### src/design/cc20_pkg.sv
// Package with shared types and constants of the ChaCha20 stream XOR block.
`timescale 1ns / 1ps
package cc20_pkg;

    localparam logic [31:0] SIGMA0 = 32'h61707865;
    localparam logic [31:0] SIGMA1 = 32'h3320646e;
    localparam logic [31:0] SIGMA2 = 32'h79622d32;
    localparam logic [31:0] SIGMA3 = 32'h6b206574;
    localparam int DOUBLE_ROUNDS = 10;
    localparam int QR_PER_DOUBLE = 8;
    localparam int CFG_INDEX_W = 2;
    localparam int CFG_DATA_W = 64;

    localparam logic [CFG_INDEX_W-1:0] REG_KEY0 = 2'd0;
    localparam logic [CFG_INDEX_W-1:0] REG_KEY1 = 2'd1;
    localparam logic [CFG_INDEX_W-1:0] REG_KEY2 = 2'd2;
    localparam logic [CFG_INDEX_W-1:0] REG_KEY3 = 2'd3;

    typedef enum logic [2:0] {
        S_IDLE,
        S_LOAD,
        S_ROUND,
        S_FINAL,
        S_XOR,
        S_OUT
    } t_state;

    // Commands from the controller to the datapath.
    typedef struct packed {
        logic       take_item;   // latch input byte, maybe nonce
        logic       restart;     // start flag: clear counter and position
        logic       load;        // copy initial state into working words
        logic       qr_step;     // run one quarter round
        logic [2:0] qr_sel;      // which quarter round of the double round
        logic       finalize;    // add initial state back
        logic       make_out;    // form the output byte and advance position
    } t_cmd;

    // Status from the datapath to the controller.
    typedef struct packed {
        logic need_block;        // position is zero
    } t_status;

    function automatic logic [31:0] rotl(input logic [31:0] v, input int n);
        rotl = (v << n) | (v >> (32 - n));
    endfunction

endpackage

### src/design/chacha20_stream_xor.sv
// Top level of the ChaCha20 stream XOR block.
//
// Channel | Direction | Handshake              | Payload
// in      | input     | i_in_valid/o_in_ready  | data_byte, start_message, nonce_word0..2
// out     | output    | o_out_valid/i_out_ready| out_byte
// cfg     | input     | i_cfg_we               | i_cfg_index, i_cfg_data
//
// A byte inside a block passes the load and XOR states before it reaches the result register,
// and no new item is taken until the block is back in the idle state.
// The first byte of a block also needs a load, 80 steps of the single shared quarter-round
// unit and a finalize step before its output byte is formed.
// Reset is synchronous and clears position, counter, nonce and key.
// A result waiting on the output holds the next item only at its last step.
`timescale 1ns / 1ps
module chacha20_stream_xor (
    input  logic        i_clk,
    input  logic        i_rst_n,
    input  logic        i_cfg_we,
    input  logic [cc20_pkg::CFG_INDEX_W-1:0] i_cfg_index,
    input  logic [cc20_pkg::CFG_DATA_W-1:0]  i_cfg_data,
    input  logic        i_in_valid,
    output logic        o_in_ready,
    input  logic [7:0]  i_data_byte,
    input  logic        i_start_message,
    input  logic [31:0] i_nonce_word0,
    input  logic [31:0] i_nonce_word1,
    input  logic [31:0] i_nonce_word2,
    output logic        o_out_valid,
    input  logic        i_out_ready,
    output logic [7:0]  o_out_byte
);
    import cc20_pkg::*;

    t_cmd    cmd;
    t_status status;

    cc20_ctrl u_ctrl (
        .i_clk           (i_clk),
        .i_rst_n         (i_rst_n),
        .i_in_valid      (i_in_valid),
        .i_start_message (i_start_message),
        .i_out_ready     (i_out_ready),
        .i_status        (status),
        .o_in_ready      (o_in_ready),
        .o_out_valid     (o_out_valid),
        .o_cmd           (cmd)
    );

    cc20_datapath u_dp (
        .i_clk           (i_clk),
        .i_rst_n         (i_rst_n),
        .i_cfg_we        (i_cfg_we),
        .i_cfg_index     (i_cfg_index),
        .i_cfg_data      (i_cfg_data),
        .i_data_byte     (i_data_byte),
        .i_nonce_word0   (i_nonce_word0),
        .i_nonce_word1   (i_nonce_word1),
        .i_nonce_word2   (i_nonce_word2),
        .i_cmd           (cmd),
        .o_status        (status),
        .o_out_byte      (o_out_byte)
    );

endmodule

### src/design/cc20_datapath.sv
// Datapath: cipher state, shared quarter-round unit and byte XOR.
`timescale 1ns / 1ps
module cc20_datapath (
    input  logic                         i_clk,
    input  logic                         i_rst_n,
    input  logic                         i_cfg_we,
    input  logic [cc20_pkg::CFG_INDEX_W-1:0] i_cfg_index,
    input  logic [cc20_pkg::CFG_DATA_W-1:0]  i_cfg_data,
    input  logic [7:0]                   i_data_byte,
    input  logic [31:0]                  i_nonce_word0,
    input  logic [31:0]                  i_nonce_word1,
    input  logic [31:0]                  i_nonce_word2,
    input  cc20_pkg::t_cmd               i_cmd,
    output cc20_pkg::t_status            o_status,
    output logic [7:0]                   o_out_byte
);
    import cc20_pkg::*;

    logic [63:0] r_key [4];
    logic [31:0] r_counter;
    logic [5:0]  r_pos;
    logic [31:0] r_nonce [3];
    logic [31:0] r_work [16];
    logic [31:0] r_ks [16];
    logic [7:0]  r_data;
    logic [7:0]  r_out;

    logic [31:0] init_w [16];
    logic [3:0]  ia, ib, ic, id;
    logic [31:0] a0, b0, c0, d0, a1, b1, c1, d1, a2, b2, c2, d2;
    logic [31:0] ks_word;
    logic [7:0]  ks_byte;

    always_comb begin
        init_w[0] = SIGMA0;
        init_w[1] = SIGMA1;
        init_w[2] = SIGMA2;
        init_w[3] = SIGMA3;
        for (int i = 0; i < 4; i++) begin
            init_w[4 + 2 * i] = r_key[i][31:0];
            init_w[5 + 2 * i] = r_key[i][63:32];
        end
        init_w[12] = r_counter;
        init_w[13] = r_nonce[0];
        init_w[14] = r_nonce[1];
        init_w[15] = r_nonce[2];
    end

    // Column quarter rounds first, then the diagonal ones.
    always_comb begin
        case (i_cmd.qr_sel)
            3'd0: begin ia = 4'd0; ib = 4'd4; ic = 4'd8;  id = 4'd12; end
            3'd1: begin ia = 4'd1; ib = 4'd5; ic = 4'd9;  id = 4'd13; end
            3'd2: begin ia = 4'd2; ib = 4'd6; ic = 4'd10; id = 4'd14; end
            3'd3: begin ia = 4'd3; ib = 4'd7; ic = 4'd11; id = 4'd15; end
            3'd4: begin ia = 4'd0; ib = 4'd5; ic = 4'd10; id = 4'd15; end
            3'd5: begin ia = 4'd1; ib = 4'd6; ic = 4'd11; id = 4'd12; end
            3'd6: begin ia = 4'd2; ib = 4'd7; ic = 4'd8;  id = 4'd13; end
            default: begin ia = 4'd3; ib = 4'd4; ic = 4'd9; id = 4'd14; end
        endcase
        a0 = r_work[ia];
        b0 = r_work[ib];
        c0 = r_work[ic];
        d0 = r_work[id];
        a1 = a0 + b0;
        d1 = rotl(d0 ^ a1, 16);
        c1 = c0 + d1;
        b1 = rotl(b0 ^ c1, 12);
        a2 = a1 + b1;
        d2 = rotl(d1 ^ a2, 8);
        c2 = c1 + d2;
        b2 = rotl(b1 ^ c2, 7);
    end

    assign ks_word  = r_ks[r_pos[5:2]];
    assign ks_byte  = 8'(ks_word >> {r_pos[1:0], 3'b000});
    assign o_status.need_block = (r_pos == 6'd0);
    assign o_out_byte = r_out;

    always_ff @(posedge i_clk) begin
        if (!i_rst_n) begin
            for (int i = 0; i < 4; i++) r_key[i] <= '0;
            for (int i = 0; i < 3; i++) r_nonce[i] <= '0;
            r_counter <= '0;
            r_pos     <= '0;
        end else begin
            if (i_cfg_we) begin
                case (i_cfg_index)
                    REG_KEY0: r_key[0] <= i_cfg_data;
                    REG_KEY1: r_key[1] <= i_cfg_data;
                    REG_KEY2: r_key[2] <= i_cfg_data;
                    REG_KEY3: r_key[3] <= i_cfg_data;
                    default: ;
                endcase
            end
            if (i_cmd.take_item && i_cmd.restart) begin
                r_nonce[0] <= i_nonce_word0;
                r_nonce[1] <= i_nonce_word1;
                r_nonce[2] <= i_nonce_word2;
                r_counter  <= '0;
                r_pos      <= '0;
            end
            if (i_cmd.make_out) begin
                r_pos <= r_pos + 6'd1;
                if (r_pos == 6'd63) r_counter <= r_counter + 32'd1;
            end
        end
    end

    always_ff @(posedge i_clk) begin
        if (i_cmd.take_item) r_data <= i_data_byte;
        if (i_cmd.load) begin
            for (int i = 0; i < 16; i++) r_work[i] <= init_w[i];
        end else if (i_cmd.qr_step) begin
            r_work[ia] <= a2;
            r_work[ib] <= b2;
            r_work[ic] <= c2;
            r_work[id] <= d2;
        end
        if (i_cmd.finalize) begin
            for (int i = 0; i < 16; i++) r_ks[i] <= r_work[i] + init_w[i];
        end
        if (i_cmd.make_out) r_out <= r_data ^ ks_byte;
    end

endmodule

### src/design/cc20_ctrl.sv
// Controller: sequences item intake, block generation and output transfer.
`timescale 1ns / 1ps
module cc20_ctrl (
    input  logic               i_clk,
    input  logic               i_rst_n,
    input  logic               i_in_valid,
    input  logic               i_start_message,
    input  logic               i_out_ready,
    input  cc20_pkg::t_status  i_status,
    output logic               o_in_ready,
    output logic               o_out_valid,
    output cc20_pkg::t_cmd     o_cmd
);
    import cc20_pkg::*;

    t_state     r_state, n_state;
    logic [2:0] r_qr, n_qr;
    logic [3:0] r_dr, n_dr;
    logic       r_need, n_need;
    logic       r_out_valid, n_out_valid;

    always_ff @(posedge i_clk) begin
        if (!i_rst_n) begin
            r_state     <= S_IDLE;
            r_qr        <= '0;
            r_dr        <= '0;
            r_need      <= 1'b0;
            r_out_valid <= 1'b0;
        end else begin
            r_state     <= n_state;
            r_qr        <= n_qr;
            r_dr        <= n_dr;
            r_need      <= n_need;
            r_out_valid <= n_out_valid;
        end
    end

    assign o_out_valid = r_out_valid;

    always_comb begin
        n_state     = r_state;
        n_qr        = r_qr;
        n_dr        = r_dr;
        n_need      = r_need;
        n_out_valid = r_out_valid;
        o_cmd       = '0;
        o_cmd.qr_sel = r_qr;
        o_in_ready  = 1'b0;
        if (r_out_valid && i_out_ready) n_out_valid = 1'b0;
        case (r_state)
            S_IDLE: begin
                // A finished byte may still wait in the output register.
                o_in_ready = 1'b1;
                if (i_in_valid) begin
                    o_cmd.take_item = 1'b1;
                    o_cmd.restart   = i_start_message;
                    n_need  = i_start_message || i_status.need_block;
                    n_state = S_LOAD;
                end
            end
            S_LOAD: begin
                if (r_need) begin
                    o_cmd.load = 1'b1;
                    n_qr    = '0;
                    n_dr    = '0;
                    n_state = S_ROUND;
                end else begin
                    n_state = S_XOR;
                end
            end
            S_ROUND: begin
                o_cmd.qr_step = 1'b1;
                n_qr = r_qr + 3'd1;
                if (r_qr == 3'(QR_PER_DOUBLE - 1)) begin
                    n_dr = r_dr + 4'd1;
                    if (r_dr == 4'(DOUBLE_ROUNDS - 1)) n_state = S_FINAL;
                end
            end
            S_FINAL: begin
                o_cmd.finalize = 1'b1;
                n_state = S_XOR;
            end
            S_XOR: begin
                if (!r_out_valid || i_out_ready) begin
                    o_cmd.make_out = 1'b1;
                    n_out_valid    = 1'b1;
                    n_state        = S_IDLE;
                end
            end
            default: n_state = S_IDLE;
        endcase
    end

endmodule

### config.mk
export PLATFORM = sky130hd
export DESIGN_NAME = chacha20_stream_xor
export DESIGN_NICKNAME = d
export VERILOG_FILES = /design/src/design/cc20_pkg.sv /design/src/design/chacha20_stream_xor.sv /design/src/design/cc20_datapath.sv /design/src/design/cc20_ctrl.sv
export SDC_FILE = /design/constraint.sdc
export NUM_CORES = 2
export LEC_CHECK = 0
export BUFFER_PORTS_ARGS = -buffer_cell sky130_fd_sc_hd__buf_2
export CORE_MARGIN = 3
export CORE_UTILIZATION = 58
export CTS_CLUSTER_DIAMETER = 150
export CTS_CLUSTER_SIZE = 10
export DETAILED_ROUTE_END_ITERATION = 10
export PLACE_DENSITY = 0.78
export SYNTH_ARGS = -nofsm -noshare
export SYNTH_HDL_FRONTEND = slang
export SYNTH_HIERARCHICAL = 1
export SYNTH_SLANG_ARGS = --single-unit
export TNS_END_PERCENT = 20
### constraint.sdc
create_clock -name i_clk -period 35.9 [get_ports i_clk]
set_input_delay 5.385 -clock i_clk [delete_from_list [all_inputs] [get_ports i_clk]]
set_output_delay 5.385 -clock i_clk [all_outputs]
set_load 0.05 [all_outputs]
== Word level (Yosys, flattened, before mapping) ==
Memories as Yosys holds them, arrays and structs flattened. A register that Yosys moved wholly into a read port is not among the register bits.
Index checks and enable logic that the tools add are counted.
Widths: inputs -> output; s select.

* Output and inout port bits: 10
* RAM bits: 1376
* Register bits after elaboration: 66
* Memories: 4

* Reductions and logical operators: 31
* Equal/unequal tests: 21
* Bitwise gates (word level): 16
* Multiplexer cells: 80
* Shift-type cells: 1
* Add/sub/neg operators: 24

{| class="wikitable"
|+ Memories
! memory !! depth !! width !! read ports !! clocked after memory_dff !! wr ports !! line !! RTL
|-
| u_dp.r_ks || 16 || 32 || 1 || 1 || 16 || cc20_datapath.sv:24 || <nowiki>logic [31:0] r_ks [16];</nowiki>
|-
| u_dp.r_work || 16 || 32 || 20 || 0 || 16 || cc20_datapath.sv:23 || <nowiki>logic [31:0] r_work [16];</nowiki>
|-
| u_dp.r_key || 4 || 64 || 4 || 0 || 4 || cc20_datapath.sv:19 || <nowiki>logic [63:0] r_key [4];</nowiki>
|-
| u_dp.r_nonce || 3 || 32 || 3 || 0 || 3 || cc20_datapath.sv:22 || <nowiki>logic [31:0] r_nonce [3];</nowiki>
|}

{| class="wikitable"
|+ Operators with widths
! kind !! count
|-
| $add 32x32->32 || 16
|-
| $mux 32 || 10
|-
| $mux 64 || 4
|-
| $reduce_or 32->1 || 4
|-
| $xor 32x32->32 || 4
|-
| $add 32x31->32 const B || 3
|-
| $mux 1 || 41
|-
| $add 32x1->32 const B || 1
|-
| $add 32x30->32 const B || 1
|-
| $mux 4 || 8
|-
| $or 32x12->32 || 1
|-
| $or 32x16->32 || 1
|-
| $or 32x7->32 || 1
|-
| $or 32x8->32 || 1
|-
| $shr 32x5->8 || 1
|-
| $pmux 2 s3 || 4
|-
| $reduce_or 2->1 || 12
|-
| $mux 3 || 6
|-
| $eq 3x3->1 const B || 5
|-
| $pmux 3 s5 || 1
|-
| $eq 3x2->1 const B || 4
|-
| $mux 6 || 2
|-
| $ne 2x1->1 const B || 4
|-
| $pmux 4 s2 || 1
|-
| 23 further kinds || 37
|}

== Longest topological paths before layout ==
An unclocked memory read counts as a cell.

* Depth after elaboration: 17
* Gate-level depth with buffers: 59

== Cells and area by module ==
The synthesis kept the hierarchy.

{| class="wikitable"
|+ Modules (own cells, without submodules)
! module !! instances !! cells an instance !! area each (um^2)
|-
| cc20_datapath || 1 || 7508 || 86186.4
|-
| cc20_ctrl || 1 || 76 || 640.6
|}

== Worst setup path before layout ==
Ideal clock, no wire load.

* Path kind: register to register
* Start: register u_ctrl.r_state[1]
* End: memory u_dp.r_ks[0][0], enable pin
* Library setup time: 2019 ps
* Cell stages (with the launch flop): 4
* Period minus slack after synthesis: 37177 ps
* Setup slack: -1277 ps
* Data arrival time: 35158 ps
* Path through: dfxtp_1 > clkbuf_1 > inv_1 > nor3_1

{| class="wikitable"
|+ RTL lines
! what !! line !! RTL
|-
| start, declared || cc20_ctrl.sv:16 || <nowiki>t_state r_state, n_state;</nowiki>
|-
| start signal, assigned || cc20_ctrl.sv:30 || <nowiki>r_state <= n_state;</nowiki>
|-
| end, declared || cc20_datapath.sv:24 ||
|}

==> results.py <==
metrics = {
    "cts": {
        "cts-resized-gates": 0,
        "cts_buffers": 162,
        "clock-sinks": 1446,
        "cts_tree": "done",
        "cts_hold_buf": 0,
        "htree_levels": 4,
        "cts_max_path_buffers": 3,
        "root_buffer": "clkbuf_16",
        "clk_latency_ns": 0.82,
        "post_cts_buffers": 0,
        "cts.clk_slew.worst_paths_ns": 0.06,
    },
    "hold_path": {
        "worst_hold_path_type": "flip-flop to flip-flop",
        "min_delay_worst_endpoint": "u_dp/r_ks[3][0]$_DFFE_PP_",
        "whs_path_depth": 0,
        "hp-start": "u_dp/r_work[3][0]$_SDFFCE_PN0P_",
    },
    "timing": {
        "final-hold-violation-count": 0,
        "clock-skew-final_ns": 0.0296,
        "rsz0062_at_grt": "false",
        "slew_violations": 0,
        "min_period_ns": 16.88,
        "clock.fmax_ghz": 0.0592,
        "tightest_slew_ns": 1.35,
        "relSlewSlack_pct": 9.01,
        "tns_ns": 0,
        "finalSetupViolations": 0,
        "whs_ns": 0.460,
        "post-route-period-util_pct": 47.0,
        "worst_slack_ns": 19.02,
    },
    "yosys": {
        "syn_inst": 7584,
        "yosysTopAreaCell": "edfxtp_1",
        "synth-seq-cells": 1446,
        "ys_warn_count": 6,
        "ys.flop_type": "edfxtp_1",
        "yosysSeqAreaShare_pct": 49.4,
        "avgSynthCellArea_um2": 11.4,
        "async_reset_ff_share_pct": 0,
        "synth_nets": 8285,
        "synth_edf_count": 1392,
        "yosysUniqueCellTypes": 101,
        "synth_area_leaders": "edfxtp_1 (48%), ha_1 (7.3%), mux4_2 (6.8%), xnor2_1 (4.3%), nand2_1 (3.5%)",
        "yosysTopAreaCellShare_pct": 48.1,
        "syn_area_um2": 86800,
    },
    "layout": {
        "final_common_cell": "edfxtp_1",
        "multiInputGateArea_um2": 42200,
        "drive_above_1_share_pct": 11.7,
        "fillers": 11200,
        "regArea_um2": 42900,
        "final_nets": 8464,
        "area_growth_pct": 9.03,
        "final_cell_mix": "edfxtp_1 (1,392), nand2_1 (800), o21ai_0 (526), ha_1 (509), a21oi_1 (497)",
    },
    "global_route": {
        "grt_use_total_pct": 40.3,
        "grt_pass1_wl_um": 441000,
        "overflow": 0,
        "grt_start_max_net_pins": 102,
        "grt_pass1_vias": 62200,
        "antenna_found_initial": 24,
    },
    "power_and_ir_drop": {
        "p_int_mw": 3.85,
        "p_sw_share_pct": 50.7,
        "powerDensity_nw_per_um2": 82.5,
        "clock_power_share_pct": 19.4,
        "p_comb_share_pct": 55.4,
        "leakagePower_nw": 35.8,
        "p_seq_share_pct": 25.2,
        "ir_drop_uv": 127,
        "switching_power_mw": 3.96,
    },
    "detailed_routing": {
        "vias_per_cell": 6.88,
        "final_antenna_net_count": 0,
        "wirelength_um": 315000,
        "drc": 0,
        "drtIter0Drc": 10300,
        "detailedRoute.firstPassIterationCount": 8,
        "vias": 67300,
        "wl_per_cell_um": 32.2,
    },
    "run": {
        "drv_cap": 0,
    },
    "critical_path": {
        "timing.rr.end": "u_dp/r_work[4][4]$_DFFE_PP_",
        "cp_common_cell": "a21oi_1",
        "r2r_slack_ns": 19.02,
        "r2r_cells": 53,
        "rr_startpoint": "u_ctrl/r_qr[0]$_SDFFE_PN0P_",
        "worstSetupEndpointType": "flip-flop",
        "startpoint_type": "flip-flop",
        "slowest_stage": "dfxtp_4",
        "critical_path.max_stage_delay_ns": 0.91,
        "crit_type": "flip-flop to flip-flop",
        "arrival_ns": 17.40,
        "cp.required_ns": 36.42,
        "path_max_fanout": 64,
    },
    "die": {
        "core_um2": 148000,
        "io_pins": 186,
        "die_area_um2": 154000,
        "chipHeight_um": 393,
        "num_rows": 141,
        "start_util_pct": 58.6,
        "die_w_um": 393,
    },
    "placement": {
        "place_ws_ns": 19.67,
        "dpl.hpwl_um": 242000,
        "port_buffers": 185,
        "place.gp.congestion": 1.09,
    },
    "outcome": {
        "outcome": "completed",
    },
}
[registers in the layout, indices dropped and copies added, names as in the netlist, named ones only]
name                cells
u_dp/r_counter         32
u_dp/r_pos              6
u_dp/r_ks             512
u_dp/o_out_byte         8
u_ctrl/r_dr             4
u_dp/r_work           512
u_ctrl/r_need           1
u_ctrl/r_qr             3
u_ctrl/r_state          3
u_dp/r_key            256
u_dp/r_nonce           96
u_dp/r_data             8
u_ctrl/o_out_valid      1
[cell type report]
| cell class | count | area share [%] |
|---|---|---|
| clock buffers | 221 | 4.63 |
| flip-flops and latches | 1446 | 45.3 |
| diodes | 18 | 0.0476 |
| clock inverters | 9 | 0.169 |
| inverters | 256 | 1.02 |
| well taps | 1930 | 2.55 |
| multi-input cells | 5627 | 44.6 |
| repair buffers | 270 | 1.68 |
[cells in the mapped netlist (13+ instances only)]
cell type and count:
edfxtp_1 1392, nand2_1 806, a21oi_1 497, o22a_1 32, a2111oi_0 13, buf_1 42
o2111ai_1 15, o21a_1 46, nor3b_1 18, and2_1 384, nand2b_1 107, o21ai_0 530
nand4_1 47, dfxtp_1 54, a21boi_0 27, o22ai_1 66, or3_1 28, a211o_1 13
ha_1 509, mux2i_1 16, clkbuf_1 203, and3_1 80, o31ai_1 14, o211ai_1 29
mux4_2 264, nor2b_1 77, mux2_2 88, xnor2_1 429, o21bai_1 77, a21o_1 203
a211oi_1 38, or2_2 38, fa_1 16, inv_1 254, a311oi_1 15, nor3_1 115
nor2_1 365, o21ai_1 16, xor2_1 252, nand3_1 115, a31oi_1 39
[critical path, delay by kind of cell, from the launching register on]
family | cells | cell delay, ns
compound gates | 27 | 7.71
buf+inv | 3 | 0.33
simple gates | 10 | 3.02
mux | 1 | 0.21
flops | 1 | 0.91
fa+ha+maj | 5 | 1.65
xor+xnor | 7 | 2.69
[cell families after synthesis]
| logic type | share of synthesized area, % |
|---|---|
| DFF | 49.4 |
| and+or+nand+nor | 12.6 |
| AOI/OAI and AO/OA | 12.9 |
| muxes | 8.17 |
| adders and majority gates | 7.70 |
| buffers and inverters | 2.24 |
| xor gates and xnor gates | 6.98 |
[through the flow]
| stage | power (mW) | instances | utilization (%) | area (um2) |
|---|---|---|---|---|
| 4_1_cts | 7.63 | 9759 | 63.9 | 94600 |
| 6_report | 7.81 | 9777 | 63.9 | 94700 |
| 2_1_floorplan | 4.14 | 7584 | - | 86800 |
| 3_5_place_dp | 6.11 | 9529 | 60.8 | 90100 |
| 3_3_place_gp | 6.09 | 9529 | 60.8 | 90100 |
| 5_1_grt | 7.92 | 9759 | 63.9 | 94600 |
[how the worst max path moves through the flow]
stage | startpoint | endpoint | slack (ns)
3_5_place_dp | u_ctrl/r_qr[0]$_SDFFE_PN0P_ | u_dp/r_work[4][4]$_DFFE_PP_ | 19.67
6_report | u_ctrl/r_qr[0]$_SDFFE_PN0P_ | u_dp/r_work[4][4]$_DFFE_PP_ | 19.02
5_1_grt | u_ctrl/r_qr[0]$_SDFFE_PN0P_ | u_dp/r_work[6][5]$_DFFE_PP_ | 18.30
2_1_floorplan | u_ctrl/r_state[1]$_SDFFE_PN0P_ | u_dp/r_ks[0][0]$_DFFE_PP_ | 14.67
4_1_cts | u_ctrl/r_qr[0]$_SDFFE_PN0P_ | u_dp/r_work[6][5]$_DFFE_PP_ | 19.58
3_3_place_gp | u_ctrl/r_qr[0]$_SDFFE_PN0P_ | u_dp/r_work[5][4]$_DFFE_PP_ | 20.13
[metal layers]
metal	up-vias	global-route usage, %	part of all wire, %
met4	8	25.4	7.6
met3	901	11.9	14
met1	32700	55.0	37
li1	28600	-	-
met5	-	0	0.016
met2	5073	56.4	41
[power by group through the flow]
stage          Sequential (mW)  Clock [mW]  Combinational (mW)
4_1_cts                   1.97        1.52                4.14
5_1_grt                   1.97        1.59                4.36
3_5_place_dp              2.00           0                4.11
6_report                  1.97        1.51                4.32
3_3_place_gp              2.00           0                4.09
2_1_floorplan             1.99           0                2.15
Power figures use the tool's default switching activity.
